<file path="src/drm_pkg.sv">
// Shared types, codes and helpers for the duet register machine.
package drm_pkg;

  localparam int REGISTER_COUNT = 26;
  localparam int REG_IDX_W      = 5;
  localparam logic [REG_IDX_W-1:0] REG_P = 5'd15;
  localparam int QUEUE_DEPTH    = 2;

  localparam logic CFG_PROGRAM_LENGTH   = 1'b0;
  localparam logic CFG_PROGRAM_IDENTITY = 1'b1;

  typedef enum logic [1:0] {
    CMD_LOAD    = 2'd0,
    CMD_DELIVER = 2'd1,
    CMD_EXECUTE = 2'd2,
    CMD_RESTART = 2'd3
  } cmd_t;

  typedef enum logic [2:0] {
    OP_SND = 3'd0,
    OP_SET = 3'd1,
    OP_ADD = 3'd2,
    OP_MUL = 3'd3,
    OP_MOD = 3'd4,
    OP_RCV = 3'd5,
    OP_JGZ = 3'd6,
    OP_NOP = 3'd7
  } op_t;

  typedef enum logic [2:0] {
    ST_OK      = 3'd0,
    ST_SENT    = 3'd1,
    ST_BLOCKED = 3'd2,
    ST_STOPPED = 3'd3,
    ST_MODZERO = 3'd4,
    ST_FULL    = 3'd5
  } status_t;

  typedef enum logic [2:0] {
    B_IDLE,
    B_FETCH,
    B_READ_X,
    B_READ_Y,
    B_EXEC,
    B_ALU,
    B_POP
  } back_state_t;

  typedef enum logic [1:0] {
    A_IDLE,
    A_MUL,
    A_MOD,
    A_DONE
  } alu_state_t;

  typedef struct packed {
    cmd_t        cmd;
    logic [5:0]  load_address;
    op_t         opcode;
    logic        x_is_register;
    logic [31:0] x_operand;
    logic        y_is_register;
    logic [31:0] y_operand;
    logic [63:0] message_value;
  } item_t;

  typedef struct packed {
    logic [6:0] program_length;
    logic       program_identity;
  } cfg_t;

  typedef struct packed {
    logic start;
    logic is_mod;
  } alu_req_t;

  typedef struct packed {
    logic done;
  } alu_rsp_t;

  function automatic logic reg_in_range(input logic [31:0] idx);
    return idx < 32'(REGISTER_COUNT);
  endfunction

  function automatic logic [63:0] sext32(input logic [31:0] v);
    return {{32{v[31]}}, v};
  endfunction

  // live: the register has been written since the last clear
  function automatic logic [63:0] operand_value(input logic        is_reg,
                                                input logic [31:0] raw,
                                                input logic [63:0] rdata,
                                                input logic        live);
    logic [63:0] v;
    if (is_reg) begin
      v = (reg_in_range(raw) && live) ? rdata : 64'd0;
    end else begin
      v = sext32(raw);
    end
    return v;
  endfunction

endpackage

</file>
<file path="src/drm_front.sv">
// Front end: takes input beats and queues them for the back end.
module drm_front (
  input  logic           clk,
  input  logic           rst,
  input  logic           in_valid,
  output logic           in_ready,
  input  drm_pkg::item_t in_item,
  output logic           q_valid,
  output drm_pkg::item_t q_item,
  input  logic           q_pop
);

  localparam int QW = $clog2(drm_pkg::QUEUE_DEPTH + 1);

  drm_pkg::item_t slot [drm_pkg::QUEUE_DEPTH];
  logic           wr_ptr;
  logic           rd_ptr;
  logic [QW-1:0]  count;
  logic           push;

  assign in_ready = count != QW'(drm_pkg::QUEUE_DEPTH);
  assign push     = in_valid && in_ready;
  assign q_valid  = count != '0;
  assign q_item   = slot[rd_ptr];

  always_ff @(posedge clk) begin
    if (rst) begin
      wr_ptr <= 1'b0;
      rd_ptr <= 1'b0;
      count  <= '0;
    end else begin
      if (push) begin
        wr_ptr <= ~wr_ptr;
      end
      if (q_pop) begin
        rd_ptr <= ~rd_ptr;
      end
      if (push && !q_pop) begin
        count <= count + QW'(1);
      end else if (!push && q_pop) begin
        count <= count - QW'(1);
      end
    end
  end

  always_ff @(posedge clk) begin
    if (push) begin
      slot[wr_ptr] <= in_item;
    end
  end

endmodule

</file>
<file path="config.mk">
export PLATFORM = sky130hd
export DESIGN_NAME = drm_front
export DESIGN_NICKNAME = d
export VERILOG_FILES = /design/src/drm_pkg.sv /design/src/drm_front.sv
export SDC_FILE = /design/constraint.sdc
export NUM_CORES = 1
export LEC_CHECK = 0
export BUFFER_PORTS_ARGS = -buffer_cell sky130_fd_sc_hd__buf_4
export CAP_MARGIN = 20
export CORE_UTILIZATION = 52
export CTS_CLUSTER_SIZE = 28
export DETAILED_ROUTE_END_ITERATION = 16
export PLACE_DENSITY = 0.76
export SYNTH_ARGS = -nofsm -noshare
export SYNTH_HDL_FRONTEND = slang
export SYNTH_SLANG_ARGS = --single-unit
</file>
<file path="constraint.sdc">
create_clock -name clk -period 5.7 [get_ports clk]
set_input_delay 0.57 -clock clk [delete_from_list [all_inputs] [get_ports clk]]
set_output_delay 0.57 -clock clk [all_outputs]
set_load 0.01 [all_outputs]
</file>
# Word level (Yosys, flattened, before mapping)
# Memories as Yosys holds them, arrays and structs flattened. A register that Yosys moved wholly into a read port is not among the register bits.
# Cells that the tools add are included.
word_totals:
  ramBits: 282
  input_bits: 145
  n_memories: 1
  register_bits: 4
op_classes:
  n_bitwise: 2
  addsub: 2
  n_mux: 6
  reduce_logical: 7
  n_eq_ne: 1
mem_list:
  columns: ["memory", "words", "word_bits", "read_ports", "rd_clocked_by_memory_dff", "write_ports", "line_no", "source"]
  rows:
  - ["slot", 2, 141, 1, 1, 1, "drm_front.sv:15", "drm_pkg::item_t slot [drm_pkg::QUEUE_DEPTH];"]
op_table:
  columns: ["operator", "count"]
  rows:
  - ["$mux W1", 4]
  - ["$mux W2", 2]
  - ["$reduce_bool A2 Y1", 2]
  - ["$logic_and A1 B1 Y1", 3]
  - ["$add A2 B1 Y2 const B", 1]
  - ["$logic_not A1 Y1", 2]
  - ["$ne A2 B2 Y1 const B", 1]
  - ["$not A1 Y1", 2]
  - ["$sub A2 B1 Y2 const B", 1]

# Logic depth before layout (Yosys ltp)
# Gate-level depths: netlist of run 1.
depth:
  ltp_word: 6
  mapped_depth: 6
  mapped_depth_nobuf: 6

# Worst setup path after synthesis of run 1
# OpenSTA, ideal clock, no wires.
synth_path:
  kind: "register -> register"
  from: "reg count[0]"
  to: "mem slot[1][0] (netlist name) (enable)"
  setup_time_ps: 518
  arrival_time_ps: 3914
  path_stages_with_launch: 3
  path_slack_ps: 1268
  required_ps: 5182
  cell_sequence: "dfxtp_1 > nand2b_1 > and3_1"
synth_between:
  elab_chain_cells: 4
synth_lines:
  columns: ["element", "line_no", "source"]
  rows:
  - ["start, declared", "drm_front.sv:18", "logic [QW-1:0] count;"]
  - ["start signal, assigned", "drm_front.sv:39", "count <= count + QW'(1);"]
  - ["start signal, assigned", "drm_front.sv:41", "count <= count - QW'(1);"]
  - ["$ne A2 B2 Y1", "drm_front.sv:21", "assign in_ready = count != QW'(drm_pkg::QUEUE_DEPTH);"]
  - ["net in_ready", "drm_front.sv:6", "output logic in_ready,"]
  - ["$logic_and A1 B1 Y1", "drm_front.sv:22", "assign push = in_valid && in_ready;"]
  - ["$mux W1", "drm_front.sv:47", "if (push) begin"]
  - ["$mux W1 (implied by the code)", "drm_front.sv:48", "slot[wr_ptr] <= in_item;"]
  - ["end, declared", "drm_front.sv:15", null]
# The timed path passes the listed nets, and every way through them passes these cells.

==> results.yml, run 1 <==
status:
  status: "finished clean"
clock_network:
  clk-insertion-delay-late_ns: 0.52
  clock-root-buffer: "clkbuf_16"
  postCtsHoldBufs: 0
  cts_tree: "yes"
  cts_made_buffers: 29
  cts_sinks: 287
  h-tree-depth: 1
  cts_resized: 0
  cts_setup_buffers: 0
  clkTransAtPathRegs_ns: 0.06
  clock_path_buffers: 3
floorplanning:
  core_area_um2: 20300
  die_w_um: 146
  io_pins: 288
  die-area_um2: 21300
  core.rowCount: 52
  die_y_um: 146
  start_util_pct: 53.0
global_route:
  grt.total_usage_pct: 18.9
  grt_pass1_wl_um: 30900
  globalRouteOverflowTotal: 0
  grt_pass1_vias: 5629
  grt_antenna_before_repair: 0
  grt_max_degree: 99
synthesis:
  synth_area_leaders: "edfxtp_1, mux2_4, mux2_2"
  yosysTopAreaCellShare_pct: 78.6
  synthDistinctLibCells: 21
  synthesis.instances: 463
  ys_seq_elements: 287
  syn_area_um2: 10800
  yosysWarnings: 0
  syn_avg_cell_area_um2: 23.3
  yosys.area.top_type: "edfxtp_1"
  syn_nets: 609
  seq_area_frac_synth_pct: 79.6
critical_path:
  arrival_ns: 2.11
  critPathTopFamily: "buffers and inverters"
  cp_num_buf_inv: 2
  cp.depth: 3
  cp-end-kind: "primary output"
  cp-start-kind: "flop"
  cp_slowest_cell: "dfxtp_4"
  r2r_end: "slot[0][75]$_DFFE_PP_"
  path_max_fanout: 69
  path_cells: "buf_12 > mux2_2 > buf_4"
  reg2reg_from: "count[0]$_SDFFE_PP0P_"
  ff2ff_path_depth: 4
  reg2reg_slack_ns: 3.21
  cp-endpoint: "q_item[132]"
  required_ns: 5.13
  slowest_delay_ns: 0.54
  crit_type: "flop to primary output"
power:
  power.total_w: 0.00516
  pwr-share-clk_pct: 32.8
  p_switching_w: 0.00117
  peakVddDrop_mv: 0.275
  sequentialPowerShare_pct: 50.8
  leakagePower_nw: 5.43
  p_sw_share_pct: 22.6
  power_frac_comb_pct: 16.4
  power.density_nw_per_um2: 367
  p_int_w: 0.00399
sta:
  tightest_slew_ns: 0.940
  slew_headroom_pct: 37.4
  hold_viol_final: 0
  fin_skew_ns: 0.00738
  setup_viol: 0
  slew_viol_final: 0
  layout_min_cycle_time_ns: 2.68
  rsz0062_at_grt: "no"
  setup_tns_ns: 0
  max_clock_freq_mhz: 373
  fin_crit_sh_pct: 47.0
place:
  port_buffers: 287
  place_congestion: 0.776
  dpl.hpwl_um: 13800
final_layout:
  drive_gt1_share_pct: 59.8
  nets: 916
  postLayoutCoreUtil_pct: 69.2
  diodes: 0
  syn_to_final_growth_pct: 30.4
drt:
  viasPerCell: 5.04
  wl_per_cell_um: 19.2
  firstDrtPassIters: 4
  vias: 5348
  ant_nets: 0
  wl_um: 20400
  drc: 0
  drtIter0Drc: 251
job:
  drv_cap: 0
hold_path:
  hp-start: "in_item[29]"
  hp-class: "primary input to flop"
final cells by class:
| type | count | area, um^2 |
|---|---|---|
| sequential | 287 | 8570 |
| inverter | 2 | 12.5 |
| multi-input combinational | 158 | 2040 |
| clock inverter | 17 | 100 |
| clock buffer | 36 | 752 |
| timing repair buffer | 292 | 2220 |
| fill | 1313 | 6260 |
| tap | 270 | 338 |
power by group through the flow:
stage,Combinational [W],Clock (W),Sequential (W)
final,0.000845,0.00169,0.00262
after global routing,0.000898,0.00182,0.00264
after CTS,0.000838,0.00173,0.00264
after detailed placement,0.000834,0,0.00268
after global placement,0.000814,0,0.00267
after floorplan,0.000462,0,0.00267
worst reg2reg max path, cell delays in order, from the launching register on:
cell      delay, ns
dfxtp_1        0.38
nand2b_1       0.21
nand3b_1       0.19
inv_6          0.66
buf_4          0.66
layout by cell type (no fill, tap or decap):
cell	instances
a21bo_2	1
a21oi_1	2
and2_1	1
and3_4	1
buf_12	1
buf_16	1
buf_4	290
bufinv_16	1
clkbuf_1	7
clkbuf_16	29
clkinv_1	10
clkinv_2	5
clkinvlp_4	1
dfxtp_1	4
dfxtp_4	1
edfxtp_1	282
ha_1	1
inv_1	1
inv_6	1
mux2_2	51
mux2_4	90
nand2b_1	1
nand3b_1	1
nor2_1	3
o21ai_0	1
or2_2	1
or3_1	1
xnor2_1	1
xor2_1	2
metal layers:
metal	up-vias	GRT usage (%)	wire length [um]
met5	-	0	0
met4	0	6.79	648
met3	46	6.36	1830
met2	246	31.3	10000
met1	2601	23.3	7920
li1	2455	-	-
how the worst min path moves through the flow:
stage               cells past startpoint  slack, ns               endpoint
finish                                  1       0.23  slot[1][29]$_DFFE_PP_
global route                            1       0.20   slot[1][0]$_DFFE_PP_
CTS                                     1       0.20  slot[0][75]$_DFFE_PP_
detailed placement                      2       0.49                   flop
global placement                        2       0.47  count[1]$_SDFFE_PP0P_
floorplan                               2       0.46  count[1]$_SDFFE_PP0P_
flip-flops by register name, summed over array words and instances (netlist names), named ones only:
register  flops
wr_ptr        1
count         2
slot        282
rd_ptr        1
cell usage after synthesis, drive strengths merged:
master / number
xor2: 2
nor2: 3
or3: 1
edfxtp: 282
o21ai: 1
dfxtp: 5
buf: 16
and2: 1
or2: 1
a21oi: 2
a21bo: 1
nand3b: 1
nand2b: 1
inv: 2
mux2: 141
xnor2: 1
ha: 1
and3: 1
cell families (layout without fill, tap and decap cells):
logic type / count (synthesis) / after routing / synth area share [%]
mux: 141 / 141 / 17.9
simple gates: 9 / 9 / 0.465
compound gates: 4 / 4 / 0.232
fa+ha+maj: 1 / 1 / 0.116
buf+inv: 18 / 347 / 1.49
xor+xnor: 3 / 3 / 0.244
flops: 287 / 287 / 79.6
metrics by stage:
step / hold WS [ns] / worst slack, ns / cell area (um^2) / cells
2_1_floorplan: 0.461 / 1.27 / 10800 / 463
3_3_place_gp: 0.474 / 2.93 / 13200 / 1008
3_5_place_dp: 0.490 / 2.89 / 13200 / 1008
4_1_cts: 0.205 / 2.33 / 14000 / 1061
5_1_grt: 0.197 / 2.93 / 14000 / 1062
6_report: 0.228 / 3.02 / 14000 / 1062
No activity file was read; power rests on OpenSTA's default activity.
==> run 2, diff against run 1 <==
Clock period 5.7 ns to 2.7 ns, I/O delays scaled along.
==> run 2 against run 1 <==
Final cell count increased by 14%. Cell area increased by 11%. Utilization increased by 7.6 points. First-iteration DRC count increased by 29%. Clock-buffer cell count unchanged. Hold slack got worse by 0.19 ns. Clock power increased by 120%. Worst setup slack got worse by 2.4 ns. Highest routed layer unchanged.
==> results.yml, run 2 (synthesis results as in run 1) <==
clock_network:
  clock_path_buffers: 3
  h-tree-depth: 1
  cts_made_buffers: 29
  clk-insertion-delay-late_ns: 0.52
  cts_tree: "yes"
  clkTransAtPathRegs_ns: 0.06
  cts_resized: 0
  clock-root-buffer: "clkbuf_16"
  cts_sinks: 287
global_route:
  grt_antenna_before_repair: 1
  gr-usage-met3_pct: 4.55
  grt.total_usage_pct: 21.3
  busiest_layer: "met2"
  grt_pass1_vias: 6677
  grt_pass1_wl_um: 35200
  globalRouteOverflowTotal: 0
  grt_use_met1_pct: 25.4
  grt_max_degree: 81
  use_met2_pct: 39.1
sta:
  whs_ns: 0.0406
  slew_viol_final: 0
  setup_viol: 0
  tightest_slew_ns: 0.492
  max_clock_freq_mhz: 472
  layout_setup_ws_ns: 0.582
  fin_crit_sh_pct: 78.4
  hold_viol_final: 0
  rsz0062_at_grt: "no"
  layout_min_cycle_time_ns: 2.12
  fin_skew_ns: 0.00694
  slew_headroom_pct: 67.2
critical_path:
  required_ns: 2.43
  arrival_ns: 1.85
  path_max_fanout: 61
  cp-end-kind: "primary output"
  cp-start-kind: "flop"
  crit_type: "flop to primary output"
  ff2ff_path_depth: 4
drt:
  drtIter0Drc: 323
  ant_nets: 0
  wl_um: 23100
  viasPerCell: 4.97
  firstDrtPassIters: 4
  wl_per_cell_um: 19.2
  vias: 5998
  drc: 0
power:
  peakVddDrop_mv: 0.645
  power.density_nw_per_um2: 728
  leakagePower_nw: 6.05
final_layout:
  nets: 1060
  top_register: "slot"
  stdcell_count: 1206
  syn_to_final_growth_pct: 44.7
  drive_gt1_share_pct: 50.9
  final_common_cell: "buf_4"
  n_fill_cell: 1108
  fin_area_um2: 15600
  largest_reg_flops: 282
  largestRegisters: "slot: 282 flops, count: 2 flops"
  layout_common_cells: "buf_4, edfxtp_1, dlygate4sd3_1"
  postLayoutCoreUtil_pct: 76.7
place:
  dpl.hpwl_um: 13700
  place_congestion: 0.748
  port_buffers: 287
  place_ws_ns: 0.840
  placed_cell_area_um2: 13300
  dp.cells: 1011
floorplanning:
  die_y_um: 146
  start_util_pct: 53.0
  io_pins: 288
  die_w_um: 146
  die-area_um2: 21300
  core_area_um2: 20300
  core.rowCount: 52
status:
  status: "finished clean"
hold_path:
  hp-class: "primary input to flop"
  whs_path_depth: 3
job:
  drv_cap: 0
[run 2: path summary, 6_finish.rpt]
kind                         startpoint                     to  slack [ns]
hold / removal                    q_pop    rd_ptr$_SDFFE_PP0P_        0.04
hold reg to reg     rd_ptr$_SDFFE_PP0P_    rd_ptr$_SDFFE_PP0P_        0.57
setup / recovery                   flop             q_item[24]        0.58
setup reg to reg  count[1]$_SDFFE_PP0P_  slot[0][47]$_DFFE_PP_        0.82
[run 2: critical path, cell delays in order, from the launching register on]
cell and delay, ns:
dfxtp_4 0.38, buf_12 0.32, mux2_2 0.42, buf_4 0.15
[run 2: power breakdown]
group          leakage, nW  internal [W]  total (W)  switching (W)
Clock                0.426       0.00224    0.00379        0.00155
Sequential            2.67       0.00541    0.00553       0.000121
Combinational         2.95       0.00112    0.00203       0.000904
[run 2: cell type report]
cell class | instances | area, um^2 | share of cell area (%)
Clock buffer | 36 | 752 | 4.83
Multi-Input combinational cell | 158 | 2050 | 13.2
Sequential cell | 287 | 8570 | 55.0
Clock inverter | 16 | 146 | 0.940
Timing Repair Buffer | 436 | 3700 | 23.8
Tap cell | 270 | 338 | 2.17
Inverter | 2 | 11.3 | 0.0723
Antenna cell | 1 | 2.50 | 0.0161
[run 2: repair_timing]
action / in CTS / in global routing
buffers inserted: 0 / 0
hold endpoints to repair: 287 / 0
hold buffers: 142 / 0
setup endpoints to repair: 0 / 0
[run 2: per-stage QoR]
step           setup TNS [ns]  power [W]
3_5_place_dp                0    0.00746
2_1_floorplan          -58.70    0.00659
5_1_grt                     0     0.0117
4_1_cts                     0     0.0114
6_report                    0     0.0113
3_3_place_gp                0    0.00738
[run 2: routing by layer]
layer | up-vias | part of all wire [%]
met3 | 41 | 6.8
li1 | 2744 | -
met2 | 245 | 53
met5 | - | 0
met1 | 2968 | 39
met4 | 0 | 1.8
